<file path="src/wpp_pkg.sv">
// shared types, constants and codes of the wave pcm parser
package wpp_pkg;

   localparam int MAX_CHANNELS = 8;
   // magnitude of a frame sum, plus sign
   localparam int SUM_W = 24 + $clog2(MAX_CHANNELS) + 1;
   // channel count and channel index width
   localparam int DIV_W = $clog2(MAX_CHANNELS + 1);
   localparam int CNT_W = $clog2(SUM_W);

   localparam logic [31:0] TAG_RIFF = 32'h5249_4646;
   localparam logic [31:0] TAG_WAVE = 32'h5741_5645;
   localparam logic [31:0] TAG_FMT  = 32'h666D_7420;
   localparam logic [31:0] TAG_DATA = 32'h6461_7461;

   localparam logic [15:0] FMT_PCM  = 16'd1;
   localparam logic [15:0] BITS_16  = 16'd16;
   localparam logic [15:0] BITS_24  = 16'd24;
   localparam logic [31:0] MIN_FMT_LEN = 32'd16;

   typedef enum logic [1:0] {
      KIND_SAMPLE  = 2'd0,
      KIND_FORMAT  = 2'd1,
      KIND_END_OK  = 2'd2,
      KIND_END_BAD = 2'd3
   } kind_type;

   typedef enum logic [6:0] {
      PH_RIFF  = 7'b000_0001,
      PH_RSIZE = 7'b000_0010,
      PH_WAVE  = 7'b000_0100,
      PH_HDR   = 7'b000_1000,
      PH_BODY  = 7'b001_0000,
      PH_PAD   = 7'b010_0000,
      PH_HALT  = 7'b100_0000
   } phase_type;

   typedef enum logic [3:0] {
      ST_IDLE = 4'b0001,
      ST_DIV  = 4'b0010,
      ST_OUT1 = 4'b0100,
      ST_OUT2 = 4'b1000
   } ctrl_state_type;

   typedef struct packed {
      logic accept;
      logic div_step;
      logic sel_end;
   } cmd_type;

   typedef struct packed {
      logic ev_frame;
      logic ev_format;
      logic ev_end;
      logic end_pend;
      logic div_last;
   } status_type;

endpackage

</file>
<file path="src/wpp_req_if.sv">
// input byte channel
interface wpp_req_if;
   logic       valid;
   logic       ready;
   logic [7:0] data_byte;
   logic       is_final;

   modport source (output valid, output data_byte, output is_final, input ready);
   modport sink   (input valid, input data_byte, input is_final, output ready);
endinterface

</file>
<file path="src/wpp_rsp_if.sv">
// result channel
interface wpp_rsp_if;
   logic               valid;
   logic               ready;
   logic [1:0]         kind;
   logic signed [23:0] mono_sample;
   logic [31:0]        sample_rate;
   logic [15:0]        channel_count;
   logic [15:0]        sample_bits;

   modport source (output valid, output kind, output mono_sample, output sample_rate,
                   output channel_count, output sample_bits, input ready);
   modport sink   (input valid, input kind, input mono_sample, input sample_rate,
                   input channel_count, input sample_bits, output ready);
endinterface

</file>
<file path="src/wpp_ctrl.sv">
// handshake sequencer: accept, divide, deliver results
module wpp_ctrl (
   input  logic                clock,
   input  logic                reset,
   input  logic                req_valid,
   output logic                req_ready,
   output logic                rsp_valid,
   input  logic                rsp_ready,
   input  wpp_pkg::status_type status,
   output wpp_pkg::cmd_type    cmd
);
   wpp_pkg::ctrl_state_type state_ff, state_in;

   always_comb begin
      state_in     = state_ff;
      req_ready    = (state_ff == wpp_pkg::ST_IDLE);
      rsp_valid    = (state_ff == wpp_pkg::ST_OUT1) || (state_ff == wpp_pkg::ST_OUT2);
      cmd.accept   = req_ready && req_valid;
      cmd.div_step = (state_ff == wpp_pkg::ST_DIV);
      cmd.sel_end  = (state_ff == wpp_pkg::ST_OUT2);
      unique case (state_ff)
         wpp_pkg::ST_IDLE: begin
            if (req_valid) begin
               if (status.ev_frame)       state_in = wpp_pkg::ST_DIV;
               else if (status.ev_format) state_in = wpp_pkg::ST_OUT1;
               else if (status.ev_end)    state_in = wpp_pkg::ST_OUT2;
            end
         end
         wpp_pkg::ST_DIV: begin
            if (status.div_last) state_in = wpp_pkg::ST_OUT1;
         end
         wpp_pkg::ST_OUT1: begin
            if (rsp_ready) state_in = status.end_pend ? wpp_pkg::ST_OUT2 : wpp_pkg::ST_IDLE;
         end
         wpp_pkg::ST_OUT2: begin
            if (rsp_ready) state_in = wpp_pkg::ST_IDLE;
         end
         default: state_in = wpp_pkg::ST_IDLE;
      endcase
   end

   always_ff @(posedge clock) begin
      if (reset) state_ff <= wpp_pkg::ST_IDLE;
      else       state_ff <= state_in;
   end
endmodule

</file>
<file path="src/wpp_dpath.sv">
// parser state, frame accumulator, channel divider and result registers
module wpp_dpath (
   input  logic                clock,
   input  logic                reset,
   input  logic [7:0]          data_byte,
   input  logic                is_final,
   input  wpp_pkg::cmd_type    cmd,
   output wpp_pkg::status_type status,
   output logic [1:0]          kind,
   output logic signed [23:0]  mono_sample,
   output logic [31:0]         sample_rate,
   output logic [15:0]         channel_count,
   output logic [15:0]         sample_bits
);
   localparam int SW = wpp_pkg::SUM_W;
   localparam int DW = wpp_pkg::DIV_W;
   localparam int CW = wpp_pkg::CNT_W;

   wpp_pkg::phase_type phase_ff, phase_in;
   logic [4:0]    pos_ff, pos_in;
   logic [31:0]   tag_ff, tag_in;
   logic [31:0]   remain_ff, remain_in;
   logic          pad_ff, pad_in;
   logic [15:0]   fcode_ff, fcode_in;
   logic [15:0]   nch_ff, nch_in;
   logic [31:0]   rate_ff, rate_in;
   logic [15:0]   bits_ff, bits_in;
   logic          fseen_ff, fseen_in;
   logic          ddone_ff, ddone_in;
   logic [23:0]   asm_ff, asm_in;
   logic [1:0]    bis_ff, bis_in;
   logic [DW-1:0] chidx_ff, chidx_in;
   logic [SW-1:0] fsum_ff, fsum_in;
   logic          err_ff, err_in;

   // result and divider registers
   wpp_pkg::kind_type first_kind_ff, end_kind_ff;
   logic [31:0]   orate_ff;
   logic [15:0]   onch_ff, obits_ff;
   logic          end_pend_ff;
   logic [SW-1:0] dq_ff;
   logic [DW-1:0] rem_ff;
   logic [DW-1:0] dvs_ff;
   logic          neg_ff;
   logic [CW-1:0] cnt_ff;

   logic          ev_frame, ev_format, do_end, fmt_ok, is_fmt_b, is_data_b, end_fmt;
   logic [SW-1:0] frame_total, mag;
   logic [23:0]   asm_new, sample_v;
   logic [1:0]    bis_next;
   logic [1:0]    need;
   wpp_pkg::kind_type end_kind;

   always_comb begin
      phase_in = phase_ff; pos_in = pos_ff; tag_in = tag_ff; remain_in = remain_ff;
      pad_in = pad_ff; fcode_in = fcode_ff; nch_in = nch_ff; rate_in = rate_ff;
      bits_in = bits_ff; fseen_in = fseen_ff; ddone_in = ddone_ff; asm_in = asm_ff;
      bis_in = bis_ff; chidx_in = chidx_ff; fsum_in = fsum_ff; err_in = err_ff;
      ev_frame = 1'b0; ev_format = 1'b0; do_end = 1'b0; fmt_ok = 1'b0; end_fmt = 1'b0;
      frame_total = '0; asm_new = '0; sample_v = '0; bis_next = '0;
      is_fmt_b  = (tag_ff == wpp_pkg::TAG_FMT) && !fseen_ff;
      is_data_b = (tag_ff == wpp_pkg::TAG_DATA) && fseen_ff && !ddone_ff;
      need      = (bits_ff == wpp_pkg::BITS_16) ? 2'd2 : 2'd3;

      unique case (phase_ff)
         wpp_pkg::PH_RIFF, wpp_pkg::PH_WAVE: begin
            tag_in = {tag_ff[23:0], data_byte};
            pos_in = pos_ff + 5'd1;
            if (pos_ff == 5'd3) begin
               if (tag_in != ((phase_ff == wpp_pkg::PH_RIFF) ? wpp_pkg::TAG_RIFF
                                                             : wpp_pkg::TAG_WAVE)) begin
                  err_in = 1'b1; phase_in = wpp_pkg::PH_HALT;
               end else if (phase_ff == wpp_pkg::PH_RIFF) begin
                  phase_in = wpp_pkg::PH_RSIZE; pos_in = '0; tag_in = '0;
               end else begin
                  phase_in = wpp_pkg::PH_HDR; pos_in = '0; tag_in = '0; remain_in = '0;
               end
            end
         end
         wpp_pkg::PH_RSIZE: begin
            pos_in = pos_ff + 5'd1;
            if (pos_ff == 5'd3) begin
               phase_in = wpp_pkg::PH_WAVE; pos_in = '0; tag_in = '0;
            end
         end
         wpp_pkg::PH_HDR: begin
            if (pos_ff < 5'd4) tag_in = {tag_ff[23:0], data_byte};
            else begin
               unique case (pos_ff[1:0])
                  2'd0: remain_in = remain_ff | {24'd0, data_byte};
                  2'd1: remain_in = remain_ff | {16'd0, data_byte, 8'd0};
                  2'd2: remain_in = remain_ff | {8'd0, data_byte, 16'd0};
                  default: remain_in = remain_ff | {data_byte, 24'd0};
               endcase
            end
            pos_in = pos_ff + 5'd1;
            if (pos_ff == 5'd7) begin
               // chunk header complete
               pad_in = remain_in[0];
               if (tag_in == wpp_pkg::TAG_FMT && !fseen_ff && remain_in < wpp_pkg::MIN_FMT_LEN)
               begin
                  err_in = 1'b1; phase_in = wpp_pkg::PH_HALT;
               end else if (tag_in == wpp_pkg::TAG_DATA && !fseen_ff) begin
                  err_in = 1'b1; phase_in = wpp_pkg::PH_HALT;
               end else begin
                  asm_in = '0; bis_in = '0; chidx_in = '0; fsum_in = '0; pos_in = '0;
                  if (remain_in == 32'd0) do_end = 1'b1;
                  else phase_in = wpp_pkg::PH_BODY;
               end
            end
         end
         wpp_pkg::PH_BODY: begin
            if (is_fmt_b) begin
               unique case (pos_ff)
                  5'd0:  fcode_in = {fcode_ff[15:8], data_byte};
                  5'd1:  fcode_in = {data_byte, fcode_ff[7:0]};
                  5'd2:  nch_in   = {nch_ff[15:8], data_byte};
                  5'd3:  nch_in   = {data_byte, nch_ff[7:0]};
                  5'd4:  rate_in  = {rate_ff[31:8], data_byte};
                  5'd5:  rate_in  = {rate_ff[31:16], data_byte, rate_ff[7:0]};
                  5'd6:  rate_in  = {rate_ff[31:24], data_byte, rate_ff[15:0]};
                  5'd7:  rate_in  = {data_byte, rate_ff[23:0]};
                  5'd14: bits_in  = {bits_ff[15:8], data_byte};
                  5'd15: bits_in  = {data_byte, bits_ff[7:0]};
                  default: ;
               endcase
            end else if (is_data_b) begin
               unique case (bis_ff)
                  2'd0: asm_new = asm_ff | {16'd0, data_byte};
                  2'd1: asm_new = asm_ff | {8'd0, data_byte, 8'd0};
                  default: asm_new = asm_ff | {data_byte, 16'd0};
               endcase
               bis_next = bis_ff + 2'd1;
               asm_in = asm_new; bis_in = bis_next;
               if (bis_next >= need) begin
                  sample_v = (need == 2'd2) ? {asm_new[15:0], 8'd0} : asm_new;
                  frame_total = fsum_ff + {{(SW-24){sample_v[23]}}, sample_v};
                  asm_in = '0; bis_in = '0;
                  fsum_in = frame_total;
                  chidx_in = chidx_ff + 1'b1;
                  if ({{(16-DW){1'b0}}, chidx_in} >= nch_ff && nch_ff != 16'd0) begin
                     ev_frame = 1'b1;
                     chidx_in = '0; fsum_in = '0;
                  end
               end
            end
            // position only matters up to the end of the fmt fields
            if (pos_ff != 5'd16) pos_in = pos_ff + 5'd1;
            remain_in = remain_ff - 32'd1;
            if (remain_in == 32'd0) do_end = 1'b1;
         end
         wpp_pkg::PH_PAD: begin
            phase_in = wpp_pkg::PH_HDR; pos_in = '0; tag_in = '0; remain_in = '0;
         end
         default: ;
      endcase

      if (do_end) begin
         fmt_ok = fcode_in == wpp_pkg::FMT_PCM && nch_in != 16'd0 &&
                  nch_in <= 16'(wpp_pkg::MAX_CHANNELS) && rate_in != 32'd0 && !rate_in[31] &&
                  (bits_in == wpp_pkg::BITS_16 || bits_in == wpp_pkg::BITS_24);
         end_fmt = (tag_in == wpp_pkg::TAG_FMT) && !fseen_in;
         if (end_fmt && !fmt_ok) begin
            err_in = 1'b1; phase_in = wpp_pkg::PH_HALT;
         end else begin
            if (end_fmt) begin
               fseen_in = 1'b1; ev_format = 1'b1;
            end else if (tag_in == wpp_pkg::TAG_DATA && fseen_in && !ddone_in) begin
               ddone_in = 1'b1; asm_in = '0; bis_in = '0; chidx_in = '0; fsum_in = '0;
            end
            if (pad_in) begin
               phase_in = wpp_pkg::PH_PAD; pos_in = '0;
            end else begin
               phase_in = wpp_pkg::PH_HDR; pos_in = '0; tag_in = '0; remain_in = '0;
            end
         end
      end

      end_kind = (!err_in && fseen_in && ddone_in) ? wpp_pkg::KIND_END_OK
                                                    : wpp_pkg::KIND_END_BAD;
   end

   assign mag = frame_total[SW-1] ? (~frame_total + 1'b1) : frame_total;

   always_ff @(posedge clock) begin
      if (reset || (cmd.accept && is_final)) begin
         phase_ff <= wpp_pkg::PH_RIFF; pos_ff <= '0; tag_ff <= '0; remain_ff <= '0;
         pad_ff <= 1'b0; fcode_ff <= '0; nch_ff <= '0; rate_ff <= '0; bits_ff <= '0;
         fseen_ff <= 1'b0; ddone_ff <= 1'b0; asm_ff <= '0; bis_ff <= '0;
         chidx_ff <= '0; fsum_ff <= '0; err_ff <= 1'b0;
      end else if (cmd.accept) begin
         phase_ff <= phase_in; pos_ff <= pos_in; tag_ff <= tag_in; remain_ff <= remain_in;
         pad_ff <= pad_in; fcode_ff <= fcode_in; nch_ff <= nch_in; rate_ff <= rate_in;
         bits_ff <= bits_in; fseen_ff <= fseen_in; ddone_ff <= ddone_in; asm_ff <= asm_in;
         bis_ff <= bis_in; chidx_ff <= chidx_in; fsum_ff <= fsum_in; err_ff <= err_in;
      end
   end

   // restoring divide of the frame sum magnitude by the channel count
   logic [DW:0] rshift;
   logic        ge;
   assign rshift = {rem_ff, dq_ff[SW-1]};
   assign ge     = rshift >= {1'b0, dvs_ff};

   always_ff @(posedge clock) begin
      if (cmd.accept) begin
         end_pend_ff   <= is_final;
         end_kind_ff   <= end_kind;
         first_kind_ff <= ev_frame ? wpp_pkg::KIND_SAMPLE : wpp_pkg::KIND_FORMAT;
         orate_ff      <= rate_in;
         onch_ff       <= nch_in;
         obits_ff      <= bits_in;
         dq_ff         <= mag;
         neg_ff        <= frame_total[SW-1];
         rem_ff        <= '0;
         dvs_ff        <= nch_ff[DW-1:0];
         cnt_ff        <= '0;
      end else if (cmd.div_step) begin
         // remainder stays below the divisor, so it fits the divisor width
         rem_ff <= ge ? DW'(rshift - {1'b0, dvs_ff}) : rshift[DW-1:0];
         dq_ff  <= {dq_ff[SW-2:0], ge};
         cnt_ff <= cnt_ff + 1'b1;
      end
   end

   logic [SW-1:0] qsigned;
   assign qsigned = neg_ff ? (~dq_ff + 1'b1) : dq_ff;

   always_comb begin
      status.ev_frame  = ev_frame;
      status.ev_format = ev_format;
      status.ev_end    = is_final;
      status.end_pend  = end_pend_ff;
      status.div_last  = (cnt_ff == CW'(SW - 1));
      kind          = cmd.sel_end ? end_kind_ff : first_kind_ff;
      mono_sample   = '0;
      sample_rate   = '0;
      channel_count = '0;
      sample_bits   = '0;
      if (!cmd.sel_end) begin
         if (first_kind_ff == wpp_pkg::KIND_SAMPLE) mono_sample = signed'(qsigned[23:0]);
         else begin
            sample_rate = orate_ff; channel_count = onch_ff; sample_bits = obits_ff;
         end
      end
   end
endmodule

</file>
<file path="src/wave_pcm_parser_mono_downmix.sv">
// top level of the riff/wave pcm parser with mono downmix
// usage:
//  - req_port carries one file byte per item plus is_final on the last byte
//  - rsp_port carries results: kind 0 mono sample, 1 format accepted,
//    2 end success, 3 end failure; unused fields read zero
//  - one byte is taken at a time; ready is high only while the block is idle
//  - a byte that produces no result leaves the block idle for the next byte
//  - a byte that completes a frame runs the channel divider, one quotient bit
//    per cycle over the whole frame sum width for any channel count (the
//    width being set by the eight-channel maximum), then presents the sample
//  - a format or lone end report appears in the cycle after the byte is taken
//  - the final byte yields up to two results: a sample or format report first,
//    then the end report, after which the parser is back in its reset state
//  - when the receiver stalls, the result holds and no further byte is taken
//  - reset (synchronous, active high) returns to expecting the riff tag
module wave_pcm_parser_mono_downmix (
   input  logic      clock,
   input  logic      reset,
   wpp_req_if.sink   req_port,
   wpp_rsp_if.source rsp_port
);
   wpp_pkg::cmd_type    cmd;
   wpp_pkg::status_type status;

   // handshake sequencer
   wpp_ctrl u_ctrl (
      .clock     (clock),
      .reset     (reset),
      .req_valid (req_port.valid),
      .req_ready (req_port.ready),
      .rsp_valid (rsp_port.valid),
      .rsp_ready (rsp_port.ready),
      .status    (status),
      .cmd       (cmd)
   );

   // parser, accumulator and divider
   wpp_dpath u_dpath (
      .clock         (clock),
      .reset         (reset),
      .data_byte     (req_port.data_byte),
      .is_final      (req_port.is_final),
      .cmd           (cmd),
      .status        (status),
      .kind          (rsp_port.kind),
      .mono_sample   (rsp_port.mono_sample),
      .sample_rate   (rsp_port.sample_rate),
      .channel_count (rsp_port.channel_count),
      .sample_bits   (rsp_port.sample_bits)
   );
endmodule
</file>
<file path="src/flat_wrapper.sv">
// flat-port wrapper written by rule: the top's interface ports become plain ports
module wave_pcm_parser_mono_downmix_flat 
  (clock, reset, req_port_valid, req_port_data_byte, req_port_is_final, req_port_ready, rsp_port_valid, rsp_port_kind, rsp_port_mono_sample, rsp_port_sample_rate, rsp_port_channel_count, rsp_port_sample_bits, rsp_port_ready);
  wpp_req_if req_port_i ();
  wpp_rsp_if rsp_port_i ();
  input  logic clock;
  input  logic reset;
  input wire logic [$bits(req_port_i.valid)-1:0] req_port_valid;
  input wire logic [$bits(req_port_i.data_byte)-1:0] req_port_data_byte;
  input wire logic [$bits(req_port_i.is_final)-1:0] req_port_is_final;
  output wire logic [$bits(req_port_i.ready)-1:0] req_port_ready;
  output wire logic [$bits(rsp_port_i.valid)-1:0] rsp_port_valid;
  output wire logic [$bits(rsp_port_i.kind)-1:0] rsp_port_kind;
  output wire logic [$bits(rsp_port_i.mono_sample)-1:0] rsp_port_mono_sample;
  output wire logic [$bits(rsp_port_i.sample_rate)-1:0] rsp_port_sample_rate;
  output wire logic [$bits(rsp_port_i.channel_count)-1:0] rsp_port_channel_count;
  output wire logic [$bits(rsp_port_i.sample_bits)-1:0] rsp_port_sample_bits;
  input wire logic [$bits(rsp_port_i.ready)-1:0] rsp_port_ready;
  assign req_port_i.valid = req_port_valid;
  assign req_port_i.data_byte = req_port_data_byte;
  assign req_port_i.is_final = req_port_is_final;
  assign req_port_ready = req_port_i.ready;
  assign rsp_port_valid = rsp_port_i.valid;
  assign rsp_port_kind = rsp_port_i.kind;
  assign rsp_port_mono_sample = rsp_port_i.mono_sample;
  assign rsp_port_sample_rate = rsp_port_i.sample_rate;
  assign rsp_port_channel_count = rsp_port_i.channel_count;
  assign rsp_port_sample_bits = rsp_port_i.sample_bits;
  assign rsp_port_i.ready = rsp_port_ready;
  wave_pcm_parser_mono_downmix u_core (.clock(clock), .reset(reset), .req_port(req_port_i), .rsp_port(rsp_port_i));
endmodule
</file>
<file path="config.mk">
export PLATFORM = sky130hd
export DESIGN_NAME = wave_pcm_parser_mono_downmix_flat
export DESIGN_NICKNAME = d
export VERILOG_FILES = /design/src/wpp_pkg.sv /design/src/wpp_req_if.sv /design/src/wpp_rsp_if.sv /design/src/wpp_ctrl.sv /design/src/wpp_dpath.sv /design/src/wave_pcm_parser_mono_downmix.sv /design/src/flat_wrapper.sv
export SDC_FILE = /design/constraint.sdc
export NUM_CORES = 1
export LEC_CHECK = 0
export BUFFER_PORTS_ARGS = -buffer_cell sky130_fd_sc_hd__buf_4
export CORE_MARGIN = 5
export CORE_UTILIZATION = 50
export CTS_BUF_LIST = sky130_fd_sc_hd__clkbuf_8
export DETAILED_ROUTE_END_ITERATION = 10
export PLACE_DENSITY = 0.68
export SKIP_CTS_REPAIR_TIMING = 1
export SKIP_LAST_GASP = 1
export SYNTH_ARGS = -nofsm -noshare
export SYNTH_HDL_FRONTEND = slang
export SYNTH_HIERARCHICAL = 1
export SYNTH_SLANG_ARGS = --single-unit
export TNS_END_PERCENT = 1
</file>
<file path="constraint.sdc">
create_clock -name clock -period 12 [get_ports clock]
set_input_delay 0.6 -clock clock [delete_from_list [all_inputs] [get_ports clock]]
set_output_delay 0.6 -clock clock [all_outputs]
set_load 0.005 [all_outputs]
</file>
* Yosys cells after proc, flatten, opt, wreduce, memory -nomap -nowiden
Cells that the tools add are included.
** Operators by class
- Equal/unequal tests :: 45
- Multiplexer cells :: 166
- $add $sub $neg :: 9
- Order comparisons :: 6
- Reduce and logical (&&, ||, !) cells :: 42
- Bitwise gates (word level) :: 9
** Operator list (count)
- $mux W32 :: 20
- $mux W28 :: 18
- $mux W24 :: 17
- $pmux W32 S4 :: 3
- $eq A32 B31 Y1 const B :: 6
- $mux W16 :: 10
- $pmux W16 S2 :: 3
- $pmux W24 S2 :: 2
- $pmux W32 S3 :: 1
- $mux W4 :: 21
- $logic_not A32 Y1 :: 2
- $mux W7 :: 9
- $pmux W28 S2 :: 1
- $eq A16 B5 Y1 const B :: 3
- $mux W5 :: 9
- $lt A32 B5 Y1 const B :: 1
- $mux W1 :: 32
- $ne A32 B31 Y1 :: 1
- $or A32 B16 Y32 :: 1
- $or A32 B24 Y32 :: 1
- $or A32 B32 Y32 :: 1
- $or A32 B8 Y32 :: 1
- $reduce_bool A16 Y1 :: 2
- $reduce_bool A32 Y1 :: 1
- 59 further kinds :: 111
** Storage, ports and cells
- Bits of input ports :: 13
- Register bits after elaboration :: 333
- Output and inout port bits :: 92
- Word-level logic and storage cells :: 305

* Depth between registers and ports, before layout
- Depth in word-level cells :: 18
- Depth in mapped cells :: 21
- Gate-level depth less buffers :: 18

* By module
The synthesis kept the hierarchy.
** Modules (own cells, without submodules)
- wpp_dpath :: area an instance 20744.9 um^2, sequential area each 7547.2 um^2, times used 1, cells each 2523
- wpp_ctrl :: area an instance 311.5 um^2, sequential area each 80.1 um^2, times used 1, cells each 37

* Worst setup path before layout
OpenSTA, ideal clock, no wires.
- Path kind :: input -> register
- From :: input req_port_data_byte[0]
- To :: register u_core.u_dpath.dq_ff[18] (data pin)
- Buffers on the path :: 3
- Library setup time :: 146 ps
- Arrival :: 4760 ps
- Setup slack :: 7094 ps
- Stages :: 18
- Data required time :: 11854 ps
- Path through :: clkbuf_1 -> clkbuf_1 -> buf_1 -> a21oi_1 -> nor2_1 -> ha_1 -> fa_1 -> a21o_1 -> a221oi_2 -> nor4b_1 -> nor4b_1 -> and3_1 -> a22o_1 -> o21ai_0 -> or3b_2 -> a211oi_1 -> a31oi_1 -> a21oi_1
** Between the ends
- Word-level cells in the longest chain between the ends :: 15
- Elaborated cells between the ends (all ways) :: 17
- Classes of those cells :: 2 x add/sub; 11 x mux; 4 x bitwise
** Ends and longest elaborated chain
- from (decl) :: RTL line flat_wrapper.sv:9 : input wire logic [$bits(req_port_i.data_byte)-1:0] req_port_data_byte;
- $or A24 B8 Y24 (tied with other cells) :: RTL line wpp_dpath.sv:129 : 2'd0: asm_new = asm_ff | {16'd0, data_byte};
- $pmux W24 S2 (*) :: RTL line wpp_dpath.sv:128 : unique case (bis_ff)
- $mux W24 (*) :: RTL line wpp_dpath.sv:127 : end else if (is_data_b) begin
- $mux W24 (*) :: RTL line wpp_dpath.sv:113 : if (is_fmt_b) begin
- $mux W24 (*) :: RTL line wpp_dpath.sv:65 : unique case (phase_ff)
- $mux W24 (*) :: RTL line wpp_dpath.sv:136 : sample_v = (need == 2'd2) ? {asm_new[15:0], 8'd0} : asm_new;
- $add A28 B28 Y28 (*) :: RTL line wpp_dpath.sv:137 : frame_total = fsum_ff + {{(SW-24){sample_v[23]}}, sample_v};
- $mux W28 (*) :: RTL line wpp_dpath.sv:135 : if (bis_next >= need) begin
- $mux W28 (*) :: RTL line wpp_dpath.sv:127
- $mux W28 (*) :: RTL line wpp_dpath.sv:113
- $mux W28 (*) :: RTL line wpp_dpath.sv:65
- $not A28 Y28 :: RTL line wpp_dpath.sv:183 : assign mag = frame_total[SW-1] ? (~frame_total + 1'b1) : frame_total;
- $add A28 B1 Y28 :: RTL line wpp_dpath.sv:183
- $mux W28 (*) :: RTL line wpp_dpath.sv:183
- $mux W28 (*) :: RTL line wpp_dpath.sv:206 : if (cmd.accept) begin
- to (signal assigned) :: RTL line wpp_dpath.sv:213 : dq_ff <= mag;
- to (signal assigned) :: RTL line wpp_dpath.sv:221 : dq_ff <= {dq_ff[SW-2:0], ge};
- to (decl) :: RTL line wpp_dpath.sv:41 : logic [SW-1:0] dq_ff;
Every way passes the cells marked *; elsewhere a longest branch is shown, timed or not. The select of a mux whose other input is x is not followed.
A chain may end at the register's enable or synchronous reset.

* Worst setup path after layout
- From :: register u_core.u_dpath.bits_ff[1]
- To :: register u_core.u_dpath.dq_ff[18] (data pin)
** Between the ends
- Word-level cells in the longest chain between the ends :: 13
- Elaborated cells between the ends (all ways) :: 14
- Classes of those cells :: 2 x add/sub; 1 x order compare; 2 x eq/ne; 8 x mux; 1 x bitwise
** Ends and longest elaborated chain
- from (decl) :: RTL line wpp_dpath.sv:27 : logic [15:0] bits_ff, bits_in;
- from (signal assigned) :: RTL line wpp_dpath.sv:194 : bits_ff <= bits_in; fseen_ff <= fseen_in; ddone_ff <= ddone_in; asm_ff <= asm_in;
- $eq A16 B5 Y1 (*) :: RTL line wpp_dpath.sv:63 : need = (bits_ff == wpp_pkg::BITS_16) ? 2'd2 : 2'd3;
- $mux W1 (*) :: RTL line wpp_dpath.sv:63
- $eq A2 B2 Y1 :: RTL line wpp_dpath.sv:136
- $mux W24 :: RTL line wpp_dpath.sv:136
- $add A28 B28 Y28 :: RTL line wpp_dpath.sv:137
- $mux W28 (*) :: RTL line wpp_dpath.sv:135
- $mux W28 (*) :: RTL line wpp_dpath.sv:127
- $mux W28 (*) :: RTL line wpp_dpath.sv:113
- $mux W28 (*) :: RTL line wpp_dpath.sv:65
- $not A28 Y28 :: RTL line wpp_dpath.sv:183
- $add A28 B1 Y28 :: RTL line wpp_dpath.sv:183
- $mux W28 (*) :: RTL line wpp_dpath.sv:183
- $mux W28 (*) :: RTL line wpp_dpath.sv:206
Every way passes the cells marked *; elsewhere a longest branch is shown, timed or not.

==> results.cfg <==
[synth]
synth_nets = 2628
synth.distinct_cells = 98
synth-main-ff-cell = dfxtp_1
ys_warn_count = 6
seq_area_frac_synth = 0.3622
ys_ff_latch = 331
syn_area_sq_um = 21060
synth_edf_count = 100
synthArstFlopShare = 0
syn_avg_cell_area_sq_um = 8.225
synthesis.instances = 2560

[worst_hold_path]
hp-class = primary input to register

[timing]
skew_ns = 0.02968
fin_tns_setup_ns = 0
hold_viol_final = 0
period_needed_ns = 5.957
timing.final.crit_share = 0.4964
rsz0062_at_grt = no
worstMarginPinSlew_ns = 1.273
drv_slew = 0
finalSetupViolCount = 0
fmax_mhz = 167.9
slew_headroom = 0.1423

[drt]
firstDrtPassIters = 6
drtIter0Drc = 2266
post-route-drc-count = 0
viasPerCell = 6.429
routedWlPerCell_um = 21.62
route.final.wire_length_um = 67690
vias = 20130
antenna_left = 0

[clock_network]
ctsRootBufferMaster = clkbuf_8
cts_max_path_buffers = 3
path_clk_slew_ns = 0.07
cts_made_buffers = 57
cts_tree = done
clock_latency_ns = 0.67
htreeDepth = 2
clock_sinks = 331

[global_routing]
antenna_found_initial = 0
grtUsageTotal = 0.2808
grt_max_degree = 76
grt_pass1_vias = 18930
grt_pass1_wl_um = 107200
gr-total-overflow = 0

[layout]
final_core_util = 0.5542
antennaDiodeCount = 0
final_layout_size_suffix_gt1_frac = 0.1057
nFillCells = 3868
final_area_sq_um = 23140
area_delta_synth_final_pct = 9.906
final_common_cell = nor2_1
final_cell_mix = nor2_1, nand2_1, dfxtp_1
nNetsFinal = 2613

[floorplan]
io_pins = 105
die_h_um = 215.2
rows = 75
core-area_sq_um = 41760
die_w_um = 215.2
start_util = 0.5042
dieArea_sq_um = 46320

[placement]
placed_cell_area_sq_um = 21860
gp_congestion = 0.9975
port_buffers = 104
dpl.hpwl_um = 46590

[critical_path]
cp_max_fo = 25
cp-endpoint = u_core/u_dpath/dq_ff[18]$_DFFE_PP_
start_kind = register
worstPathArrival_ns = 6.48
crit_required_ns = 12.52
path_class = register to register
r2r_cells = 17
r2r_end = u_core/u_dpath/dq_ff[18]$_DFFE_PP_
cp-startpoint = u_core/u_dpath/bits_ff[1]$_SDFFE_PP0P_
r2r_start = u_core/u_dpath/bits_ff[1]$_SDFFE_PP0P_
r2r_slack_ns = 6.04
crit_path_end_kind = register

[run]
cap_violations = 0

[power_and_ir_drop]
ir_drop_mv = 0.07751
leakage_nw = 8.722
power_density_nw_per_um2 = 143.5

[outcome]
status = finished clean
layout make-up:
| type | instances | area, sq um | share of cell area |
|---|---|---|---|
| Sequential cell | 331 | 7627 | 0.3296 |
| Multi-Input combinational cell | 1964 | 12380 | 0.5350 |
| Clock buffer | 65 | 894.6 | 0.03866 |
| Clock inverter | 41 | 390.4 | 0.01687 |
| Timing Repair Buffer | 122 | 915.9 | 0.03958 |
| Inverter | 69 | 259.0 | 0.01119 |
| Tap cell | 539 | 674.4 | 0.02914 |
power by group:
part / switching [mW] / leakage, nW / internal [mW]
registers: 0.0808 / 2.84 / 1.30
logic: 0.496 / 5.19 / 0.289
clock network: 0.506 / 0.695 / 0.653
registers in the layout, indices dropped and copies added (netlist names), 2 cells and up:
name	flops
u_core/u_dpath/dq_ff	28
u_core/u_dpath/remain_ff	32
u_core/u_dpath/obits_ff	16
u_core/u_dpath/phase_ff	7
u_core/u_dpath/cnt_ff	5
u_core/u_dpath/rate_ff	32
u_core/u_dpath/pos_ff	5
u_core/u_dpath/bits_ff	16
u_core/u_dpath/chidx_ff	4
u_core/u_dpath/dvs_ff	4
u_core/u_dpath/tag_ff	32
u_core/u_ctrl/state_ff	4
u_core/u_dpath/asm_ff	24
u_core/u_dpath/nch_ff	16
u_core/u_dpath/orate_ff	32
u_core/u_dpath/rem_ff	4
u_core/u_dpath/bis_ff	2
u_core/u_dpath/onch_ff	16
u_core/u_dpath/fsum_ff	28
u_core/u_dpath/fcode_ff	16
through the flow:
step	hold slack (ns)	total power [mW]	instances	setup WS, ns
6_report	0.2018	3.322	3131	6.043
5_1_grt	0.1608	3.475	3131	5.682
4_1_cts	0.1660	3.336	3131	6.203
3_5_place_dp	0.4451	2.176	3025	6.208
3_3_place_gp	0.4349	2.161	3025	6.306
2_1_floorplan	0.4247	1.900	2560	7.094
worst max-delay path: stages, from the launching register on:
cell and delay, ns:
dfxtp_1 0.34, nor4_1 0.38, and4_1 0.27, buf_4 0.29
nor2_1 0.13, ha_1 0.22, fa_1 0.43, a21o_1 0.21
a221oi_2 0.65, nor4b_1 0.12, nor4b_1 1.10, and3_1 0.35
a22o_1 0.19, o21ai_0 0.12, or3b_2 0.52, a211oi_1 0.24
a31oi_1 0.06, a21oi_1 0.16
how the worst min path moves through the flow:
stage,slack [ns],to,depth (start not counted),from
finish,0.20,u_core/u_dpath/end_pend_ff$_DFFE_PP_,1,req_port_is_final
CTS,0.17,u_core/u_dpath/end_pend_ff$_DFFE_PP_,1,req_port_is_final
global placement,0.43,u_core/u_dpath/fcode_ff[7]$_SDFFE_PP0P_,2,u_core/u_dpath/fcode_ff[7]$_SDFFE_PP0P_
detailed placement,0.45,u_core/u_dpath/fcode_ff[4]$_SDFFE_PP0P_,2,u_core/u_dpath/fcode_ff[4]$_SDFFE_PP0P_
global route,0.16,u_core/u_dpath/end_pend_ff$_DFFE_PP_,1,req_port_is_final
floorplan,0.42,u_core/u_dpath/asm_ff[23]$_SDFFE_PP0P_,2,u_core/u_dpath/asm_ff[23]$_SDFFE_PP0P_
kinds of logic (layout without fill, tap and decap cells):
| logic type | Yosys count | in the layout | synth area share |
|---|---|---|---|
| simple gates | 1057 | 1057 | 0.2616 |
| compound gates | 709 | 709 | 0.2289 |
| flops | 331 | 331 | 0.3622 |
| buf+inv | 265 | 297 | 0.05092 |
| xor+xnor | 85 | 85 | 0.03536 |
| mux | 58 | 58 | 0.02757 |
| fa+ha+maj | 55 | 55 | 0.03340 |
routing by layer:
layer | wire length [um] | track usage
met5 | 0 | 0
met4 | 1768 | 0.07958
met3 | 6145 | 0.05137
met2 | 29470 | 0.4343
met1 | 30300 | 0.4043
cell usage after synthesis, types with 26 or more instances:
cell,n,area (sq um)
a21o_1,35,262.8
edfxtp_1,100,3003
ha_1,53,663.1
inv_1,68,255.2
a21oi_1,180,900.9
nor4_1,47,294.0
xnor2_1,49,429.2
dfxtp_1,231,4624
a31oi_1,35,219.0
o22ai_1,27,168.9
mux2i_1,58,580.6
a22oi_1,27,202.7
or3_1,26,162.7
nor2_1,269,1010
nor3_1,58,290.3
nand2b_1,30,187.7
a22o_1,107,937.2
xor2_1,36,315.3
nand3_1,61,305.3
o21ai_0,119,595.6
nand4_1,43,269.0
and2_1,94,588.1
clkbuf_1,156,585.6
nand2_1,266,998.5
Note: power is estimated with default switching activity, not from simulation.
